$ cat config.mk
export PLATFORM = sky130hd
export DESIGN_NAME = scancode_event_queue
export DESIGN_NICKNAME = d
export VERILOG_FILES = /design/src/rtl/sceq_pkg.sv /design/src/rtl/sceq_ram.sv /design/src/rtl/sceq_decode.sv /design/src/rtl/sceq_fifo.sv /design/src/rtl/scancode_event_queue.sv
export SDC_FILE = /design/constraint.sdc
export NUM_CORES = 1
export LEC_CHECK = 0
export ABC_AREA = 1
export BUFFER_PORTS_ARGS = -buffer_cell sky130_fd_sc_hd__clkbuf_2
export CAP_MARGIN = 30
export CORE_MARGIN = 2
export CORE_UTILIZATION = 35
export DETAILED_ROUTE_END_ITERATION = 7
export GPL_ROUTABILITY_DRIVEN = 0
export PLACE_DENSITY_LB_ADDON = 0.1
export SYNTH_ARGS = -nofsm -noshare
export SYNTH_HDL_FRONTEND = slang
export SYNTH_SLANG_ARGS = --single-unit
export TNS_END_PERCENT = 1
$ cat constraint.sdc
create_clock -name clk -period 6.35 [get_ports clk]
set_input_delay 0.635 -clock clk [delete_from_list [all_inputs] [get_ports clk]]
set_output_delay 0.635 -clock clk [all_outputs]
set_load 0.01 [all_outputs]
$ cat src/rtl/sceq_pkg.sv
// Shared types and constants for the scancode event queue.
// Used by every module in rtl/ except sceq_ram; depends on nothing.
package sceq_pkg;

    localparam int QUEUE_DEPTH = 16;
    localparam int PTR_W       = (QUEUE_DEPTH > 1) ? $clog2(QUEUE_DEPTH) : 1;
    localparam int CNT_W       = $clog2(QUEUE_DEPTH + 1);
    localparam int LEVEL_W     = 5;
    localparam int CODE_W      = 8;

    localparam logic [CODE_W-1:0] PREFIX_BYTE = 8'hE0;
    localparam logic [CODE_W-1:0] HIGH_BIT    = 8'h80;
    localparam logic [CODE_W-1:0] LOW_SEVEN   = 8'h7F;

    localparam logic OP_SCAN = 1'b0;
    localparam logic OP_POP  = 1'b1;

    typedef struct packed {
        logic              release_flag;
        logic [CODE_W-1:0] code;
    } event_t;

    localparam int EVENT_W = $bits(event_t);

    typedef struct packed {
        logic             pop_hit;
        logic             drop;
        logic [CNT_W-1:0] count_next;
    } fifo_stat_t;

endpackage

$ cat src/rtl/sceq_ram.sv
// Generic single-write, single-read RAM with registered read data.
// Self-contained; no package dependency.
module sceq_ram #(
    parameter int WIDTH = 9,
    parameter int DEPTH = 16,
    parameter int ADDR_W = (DEPTH > 1) ? $clog2(DEPTH) : 1
) (
    input  logic              clk,
    input  logic              we,
    input  logic [ADDR_W-1:0] waddr,
    input  logic [WIDTH-1:0]  wdata,
    input  logic              re,
    input  logic [ADDR_W-1:0] raddr,
    output logic [WIDTH-1:0]  rdata
);

    logic [WIDTH-1:0] mem [DEPTH];
    logic [WIDTH-1:0] rdata_reg;

    always_ff @(posedge clk)
    begin
        if (we)
        begin
            mem[waddr] <= wdata;
        end
        if (re)
        begin
            rdata_reg <= mem[raddr];
        end
    end

    assign rdata = rdata_reg;

endmodule

$ cat src/rtl/sceq_decode.sv
// Scan byte decoder: prefix flag register and key event formation.
// Depends on sceq_pkg.
module sceq_decode
    import sceq_pkg::*;
(
    input  logic              clk,
    input  logic              rst_n,
    input  logic              take,
    input  logic [CODE_W-1:0] scan_byte,
    output event_t            ev,
    output logic              ev_make
);

    logic prefix_reg;
    logic prefix_next;
    logic is_prefix;

    assign is_prefix = (scan_byte == PREFIX_BYTE);
    assign ev_make   = !is_prefix;

    always_comb
    begin
        ev.release_flag = scan_byte[CODE_W-1];
        if (scan_byte[CODE_W-1])
        begin
            ev.code = prefix_reg ? scan_byte : (scan_byte & LOW_SEVEN);
        end
        else
        begin
            ev.code = prefix_reg ? (scan_byte | HIGH_BIT) : scan_byte;
        end
        prefix_next = take ? is_prefix : prefix_reg;
    end

    always_ff @(posedge clk or negedge rst_n)
    begin
        if (!rst_n)
        begin
            prefix_reg <= 1'b0;
        end
        else
        begin
            prefix_reg <= prefix_next;
        end
    end

endmodule

$ cat src/rtl/sceq_fifo.sv
// Event FIFO: pointers, fill count and the event RAM.
// Depends on sceq_pkg and sceq_ram.
module sceq_fifo
    import sceq_pkg::*;
(
    input  logic       clk,
    input  logic       rst_n,
    input  logic       push,
    input  logic       pop_req,
    input  event_t     wdata,
    output fifo_stat_t stat,
    output event_t     rdata
);

    logic [PTR_W-1:0] rd_ptr_reg;
    logic [PTR_W-1:0] rd_ptr_next;
    logic [PTR_W-1:0] wr_ptr_reg;
    logic [PTR_W-1:0] wr_ptr_next;
    logic [CNT_W-1:0] count_reg;
    logic             full;
    logic             empty;
    logic             do_push;
    logic [EVENT_W-1:0] ram_rdata;

    assign full    = (count_reg == CNT_W'(QUEUE_DEPTH));
    assign empty   = (count_reg == '0);
    assign do_push = push && !full;

    always_comb
    begin
        stat.pop_hit    = pop_req && !empty;
        stat.drop       = push && full;
        stat.count_next = count_reg;
        rd_ptr_next     = rd_ptr_reg;
        wr_ptr_next     = wr_ptr_reg;
        if (stat.pop_hit)
        begin
            stat.count_next = count_reg - 1'b1;
            rd_ptr_next = (rd_ptr_reg == PTR_W'(QUEUE_DEPTH - 1)) ? '0 : rd_ptr_reg + 1'b1;
        end
        else if (do_push)
        begin
            stat.count_next = count_reg + 1'b1;
            wr_ptr_next = (wr_ptr_reg == PTR_W'(QUEUE_DEPTH - 1)) ? '0 : wr_ptr_reg + 1'b1;
        end
    end

    always_ff @(posedge clk or negedge rst_n)
    begin
        if (!rst_n)
        begin
            rd_ptr_reg <= '0;
            wr_ptr_reg <= '0;
            count_reg  <= '0;
        end
        else
        begin
            rd_ptr_reg <= rd_ptr_next;
            wr_ptr_reg <= wr_ptr_next;
            count_reg  <= stat.count_next;
        end
    end

    sceq_ram #(
        .WIDTH (EVENT_W),
        .DEPTH (QUEUE_DEPTH),
        .ADDR_W(PTR_W)
    ) u_ram (
        .clk  (clk),
        .we   (do_push),
        .waddr(wr_ptr_reg),
        .wdata(wdata),
        .re   (stat.pop_hit),
        .raddr(rd_ptr_reg),
        .rdata(ram_rdata)
    );

    assign rdata = event_t'(ram_rdata);

endmodule

$ cat src/rtl/scancode_event_queue.sv
// Top level of the scancode event queue: handshake, result register, assertions.
// Depends on sceq_pkg, sceq_decode and sceq_fifo.
//
// Input channel (in_valid/in_stall): each transaction carries op and scan_byte.
// op = OP_SCAN delivers a keyboard scan byte; op = OP_POP pops the oldest event.
// Output channel (out_valid/out_stall): exactly one result transaction per input
// transaction, in order: event_valid/key_code/is_release for a successful pop,
// dropped when a decoded event found the queue full, not_empty and fill_level
// after the transaction.
// The result is registered at the acceptance edge and presented in the cycle after the input is accepted.
// Throughput: one transaction per cycle; queue state and the event RAM are
// updated at the acceptance edge and the RAM read data lands with the result.
// When out_stall holds a pending result, in_stall rises in the same cycle and
// the result, the queue and the RAM read data all hold.
// Reset (rst_n low, asynchronous) empties the queue, clears the prefix flag and
// drops any pending result. RAM contents are not cleared.
module scancode_event_queue
    import sceq_pkg::*;
(
    input  logic               clk,
    input  logic               rst_n,
    input  logic               in_valid,
    output logic               in_stall,
    input  logic               op,
    input  logic [CODE_W-1:0]  scan_byte,
    output logic               out_valid,
    input  logic               out_stall,
    output logic               event_valid,
    output logic [CODE_W-1:0]  key_code,
    output logic               is_release,
    output logic               not_empty,
    output logic               dropped,
    output logic [LEVEL_W-1:0] fill_level
);

    logic               advance;
    logic               accept;
    logic               scan_take;
    logic               pop_req;
    event_t             dec_ev;
    logic               dec_make;
    fifo_stat_t         stat;
    event_t             fifo_rdata;

    logic               out_valid_reg;
    logic               ev_valid_reg;
    logic               dropped_reg;
    logic               not_empty_reg;
    logic [LEVEL_W-1:0] fill_level_reg;

    assign advance   = !out_valid_reg || !out_stall;
    assign in_stall  = !advance;
    assign accept    = in_valid && advance;
    assign scan_take = accept && (op == OP_SCAN);
    assign pop_req   = accept && (op == OP_POP);

    sceq_decode u_decode (
        .clk      (clk),
        .rst_n    (rst_n),
        .take     (scan_take),
        .scan_byte(scan_byte),
        .ev       (dec_ev),
        .ev_make  (dec_make)
    );

    sceq_fifo u_fifo (
        .clk    (clk),
        .rst_n  (rst_n),
        .push   (scan_take && dec_make),
        .pop_req(pop_req),
        .wdata  (dec_ev),
        .stat   (stat),
        .rdata  (fifo_rdata)
    );

    always_ff @(posedge clk or negedge rst_n)
    begin
        if (!rst_n)
        begin
            out_valid_reg  <= 1'b0;
            ev_valid_reg   <= 1'b0;
            dropped_reg    <= 1'b0;
            not_empty_reg  <= 1'b0;
            fill_level_reg <= '0;
        end
        else if (advance)
        begin
            out_valid_reg  <= in_valid;
            ev_valid_reg   <= stat.pop_hit;
            dropped_reg    <= stat.drop;
            not_empty_reg  <= (stat.count_next != '0);
            fill_level_reg <= LEVEL_W'(stat.count_next);
        end
    end

    assign out_valid   = out_valid_reg;
    assign event_valid = ev_valid_reg;
    assign key_code    = ev_valid_reg ? fifo_rdata.code : '0;
    assign is_release  = ev_valid_reg ? fifo_rdata.release_flag : 1'b0;
    assign not_empty   = not_empty_reg;
    assign dropped     = dropped_reg;
    assign fill_level  = fill_level_reg;

    // a pop result never reports a drop
    assert property (@(posedge clk) disable iff (!rst_n)
        (out_valid && event_valid) |-> !dropped)
        else $error("pop result flagged as dropped");

    // a drop only happens with the queue full
    assert property (@(posedge clk) disable iff (!rst_n)
        (out_valid && dropped) |-> (fill_level == LEVEL_W'(QUEUE_DEPTH)))
        else $error("drop reported with queue not full");

    // every accepted transaction yields a result next cycle
    assert property (@(posedge clk) disable iff (!rst_n)
        (in_valid && !in_stall) |=> out_valid)
        else $error("accepted transaction produced no result");

    // a successful pop needs a nonempty queue beforehand
    assert property (@(posedge clk) disable iff (!rst_n)
        (in_valid && !in_stall && op == OP_POP && !not_empty && out_valid) |=> !event_valid)
        else $error("pop returned an event from an empty queue");

endmodule

* Yosys cells after proc, flatten, opt, wreduce, memory -nomap -nowiden *
Memories as Yosys holds them, arrays and structs flattened. A register that Yosys moved wholly into a read port is not among the register bits.
Index checks and enable logic that the tools add are counted.

word-level totals
  memories = 1
  RAM bits = 144
  bits of input ports = 13
  flip-flop bits (word level) = 23

memory list
  name              words  width  read ports  clocked after memory_dff  wr ports  RTL line        text
  u_fifo.u_ram.mem  16     9      1           1                         1         sceq_ram.sv:17  logic [WIDTH-1:0] mem [DEPTH];

operators by class
  bitwise operators = 2
  reduce and logical (&&, ||, !) cells = 17
  $add $sub $neg = 4
  multiplexer cells = 9
  equal/unequal tests = 4

operators by type and width
  operator               number
  $mux W8                2
  $mux W5                2
  $add A4 B1 Y4 const B  2
  $eq A4 B4 Y1 const B   2
  $eq A8 B8 Y1 const B   1
  $mux W4                2
  $logic_and A1 B1 Y1    7
  $logic_not A1 Y1       6
  $add A5 B1 Y5 const B  1
  $eq A5 B5 Y1 const B   1
  $logic_not A5 Y1       1
  $reduce_bool A5 Y1     1
  $sub A5 B1 Y5 const B  1
  $mux W1                3
  $not A1 Y1             2
  $reduce_and A2 Y1      1
  $logic_or A1 B1 Y1     1

* Longest topological paths before layout *
  depth in word-level cells = 9
  gate-level depth with buffers = 12
  depth with buffers taken out = 12

* Hierarchy *
Synthesis repeated with hierarchy kept, for this count alone.

unflattened totals
  cells, all modules = 810
  area, all modules = 8007.7 um^2

modules (own cells, without submodules)
  module                area each (um^2)  cells an instance  instances  sequential area each (um^2)
  sceq_ram              6592.6            615                1          4594.4
  sceq_fifo             794.5             104                1          325.3
  scancode_event_queue  464.2             65                 1          225.2
  sceq_decode           156.4             26                 1          25.0

* Worst setup path after synthesis *
No wires, ideal clock.

  path kind = input -> register
  start point = in out_stall
  end point = mem u_fifo.u_ram.mem[0][0], enable pin
  path buffers = 0
  data arrival time = 1.766 ns
  required time = 5.976 ns
  library setup time = 0.374 ns
  slack = 4.209 ns
  stages = 7
  cells stage by stage = nand2_4 > nand2_4 > nor2_4 > nand3_4 > inv_1 > nand2_1 > nor2_1

between the ends
  word-level cells in the longest chain between the ends = 8

RTL lines
  what                           RTL line                    text
  start: declaration             scancode_event_queue.sv:27  input logic out_stall,
  $logic_not A1 Y1               scancode_event_queue.sv:51  assign advance = !out_valid_reg || !out_stall;
  $logic_or A1 B1 Y1             scancode_event_queue.sv:51
  $logic_and A1 B1 Y1            scancode_event_queue.sv:53  assign accept = in_valid && advance;
  $logic_and A1 B1 Y1            scancode_event_queue.sv:54  assign scan_take = accept && (op == OP_SCAN);
  $logic_and A1 B1 Y1            scancode_event_queue.sv:69  .push (scan_take && dec_make),
  $logic_and A1 B1 Y1            sceq_fifo.sv:27             assign do_push = push && !full;
  $mux W1                        sceq_ram.sv:22              if (we)
  $mux W1 (not written as such)  sceq_ram.sv:24              mem[waddr] <= wdata;
  end: declaration               sceq_ram.sv:17

Every way passes these cells.

==> results.json <==
{
  "post_drt_wl_per_cell_um": 20.2,
  "fillCellCount": 1951,
  "clock_latency_ns": 0.42,
  "postCtsSetupRepairBufs": 0,
  "clockRootBuffer": "clkbuf_16",
  "synthArstFlopShare_pct": 13.1,
  "nets": 626,
  "dieArea_um2": 21900,
  "stdcell_area_um2": 8210,
  "cp.required_ns": 6.50,
  "htreeDepth": 4,
  "detail-route-antenna-nets": 0,
  "via_per_inst": 5.14,
  "finalCriticalPeriod_ns": 2.70,
  "ctsHoldBuffers": 0,
  "maxCapViolCount": 0,
  "synthFlopType": "edfxtp_1",
  "max_freq_mhz": 370,
  "grt_first_pass_wirelength_um": 27200,
  "synth-edff-count": 153,
  "routed_wl_um": 17900,
  "endpoint_kind": "flip-flop",
  "syn_inst": 581,
  "grt_overflow": 0,
  "avgSynthCellArea_um2": 12.5,
  "syn-num-nets": 601,
  "largest_reg_flops": 144,
  "worst_hold_path_type": "in2async",
  "ys_seq_elements": 176,
  "drt_iter0_markers": 305,
  "dp_hpwl_um": 11300,
  "status": "finished clean",
  "die_y_um": 148,
  "tns_ns": 0,
  "clk_pin_slew_ns": 0.06,
  "rsz0062_at_grt": "no",
  "cts_resized": 0,
  "path_class": "reg2reg",
  "design.portCount": 32,
  "initial_core_util_pct": 35.8,
  "post-route-drc-count": 0,
  "area_growth_pct": 13.0,
  "clkSinkCount": 176,
  "grt_max_degree": 76,
  "yosysUniqueCellTypes": 34,
  "irDropWorstVdd_mv": 0.161,
  "io_buffers": 31,
  "synth.yosys.warnings": 0,
  "synth_area_um2": 7270,
  "coreArea_um2": 20300,
  "cts_made_buffers": 17,
  "layout-drive-gt1-share_pct": 13.5,
  "path_max_fanout": 75,
  "finalSetupViolations": 0,
  "antenna_found_initial": 0,
  "synth-seq-area-share_pct": 71.1,
  "vias": 4546,
  "critPathLaunchType": "flip-flop",
  "drv_slew": 0,
  "tightest_slew_ns": 1.01,
  "cts_tree": "done",
  "clk_path_buf_depth": 2,
  "maxSlewHeadroom_pct": 32.2,
  "antennaDiodeCount": 0,
  "timing.final.hold_violations": 0,
  "power_density_nw_per_um2": 420,
  "crit_arrival_ns": 2.86,
  "final.setup_skew_ns": 0.00901,
  "dr.pass1.iters": 5,
  "fp.dieW_um": 148,
  "period_share_pct": 42.6,
  "postPlaceCellArea_um2": 7670,
  "p_leak_nw": 2.95,
  "grt_pass1_vias": 4568,
  "num_rows": 52,
  "grtUsageTotal_pct": 16.9
}
## critical path, cell delays in order, from the launching register on
cell,delay (ns)
dfrtp_2,0.34
buf_4,0.62
inv_2,0.19
buf_4,0.40
o21ai_0,0.26
o221ai_1,0.23
nand3_1,0.25
nand2_1,0.11
## synth_stat cells, types with 4 or more instances
library cell	n	area, um2
nand2_4	4	45.0
edfxtp_1	153	4590
clkbuf_1	20	75.1
o22ai_1	7	43.8
xor2_1	4	35.0
o221ai_1	29	254
nor2_1	96	360
nand2_1	55	206
o21ai_1	6	30.0
ha_1	7	87.6
o21ai_0	78	390
buf_2	8	40.0
dfrtp_1	23	576
nand3_1	21	105
o211ai_1	7	52.6
inv_1	33	124
## metal layers
metal,part of all wire [%],vias to the layer above,global-route usage (%)
li1,-,2138,-
met1,47,2286,23.4
met2,47,97,26.6
met3,3.4,25,3.56
met4,2.2,0,6.14
met5,0,-,0
## path summary, 6_finish.rpt
| path | from | endpoint | slack, ns | cells after the start |
|---|---|---|---|---|
| setup reg to reg | u_fifo.rd_ptr_reg[0]$_DFFE_PN0N_ | u_fifo.u_ram.rdata[6]$_DFFE_PN_ | 3.65 | 7 |
| hold reg to reg | fill_level[3]$_DFFE_PN0N_ | fill_level[3]$_DFFE_PN0N_ | 0.49 | 2 |
| min in group clk | in_valid | out_valid$_DFFE_PN0N_ | 0.47 | 3 |
| max in group asynchronous | rst_n | u_fifo.rd_ptr_reg[0]$_DFFE_PN0N_ | 5.64 | 1 |
| setup / recovery | u_fifo.rd_ptr_reg[0]$_DFFE_PN0N_ | u_fifo.u_ram.rdata[6]$_DFFE_PN_ | 3.65 | 7 |
| hold / removal | rst_n | event_valid$_DFFE_PN0N_ | 0.24 | 1 |
## cells by family after synthesis
group	synth area share, %
DFF	71.1
AOI/OAI and AO/OA	10.8
xor gates and xnor gates	0.482
and+or+nand+nor	12.5
adders and majority gates	1.20
buffers and inverters	3.89
## layout make-up
class                      instances  area (um2)  share of cell area (%)
sequential                       176        5170                    63.0
timing repair buffer              37         204                    2.48
clock buffer                      17         425                    5.18
inverter                          37         141                    1.72
tap                              270         338                    4.11
clock inverter                    10         116                    1.42
multi-input combinational        337        1820                    22.1
## cell usage in the layout (no fill, tap or decap), drive strengths merged
| cell | instances |
|---|---|
| nand4 | 3 |
| inv | 38 |
| o221ai | 29 |
| edfxtp | 153 |
| nor3b | 1 |
| clkbuf | 48 |
| o21ai | 84 |
| clkinvlp | 3 |
| o211ai | 7 |
| o22ai | 7 |
| nor3 | 3 |
| dfrtp | 23 |
| buf | 6 |
| nand2 | 62 |
| o21a | 1 |
| clkinv | 4 |
| nand3 | 24 |
| o311ai | 1 |
| nor2 | 102 |
| ha | 7 |
| or2 | 1 |
| nand3b | 1 |
| xor2 | 4 |
| bufinv | 2 |
## power breakdown
group | switching [mW] | internal [mW]
Clock | 0.413 | 0.568
Combinational | 0.720 | 0.281
Sequential | 0.0857 | 1.38
## through the flow
step	instances	utilization, %	power (mW)	setup WS [ns]	hold WS [ns]
5_1_grt	884	40.5	3.65	3.45	0.276
3_5_place_dp	857	37.8	2.50	3.24	0.478
6_report	884	40.5	3.45	3.65	0.240
3_3_place_gp	856	37.7	2.49	3.31	0.473
2_1_floorplan	581	-	2.13	4.21	0.339
4_1_cts	884	40.5	3.48	3.63	0.239
Power figures use the tool's default switching activity.
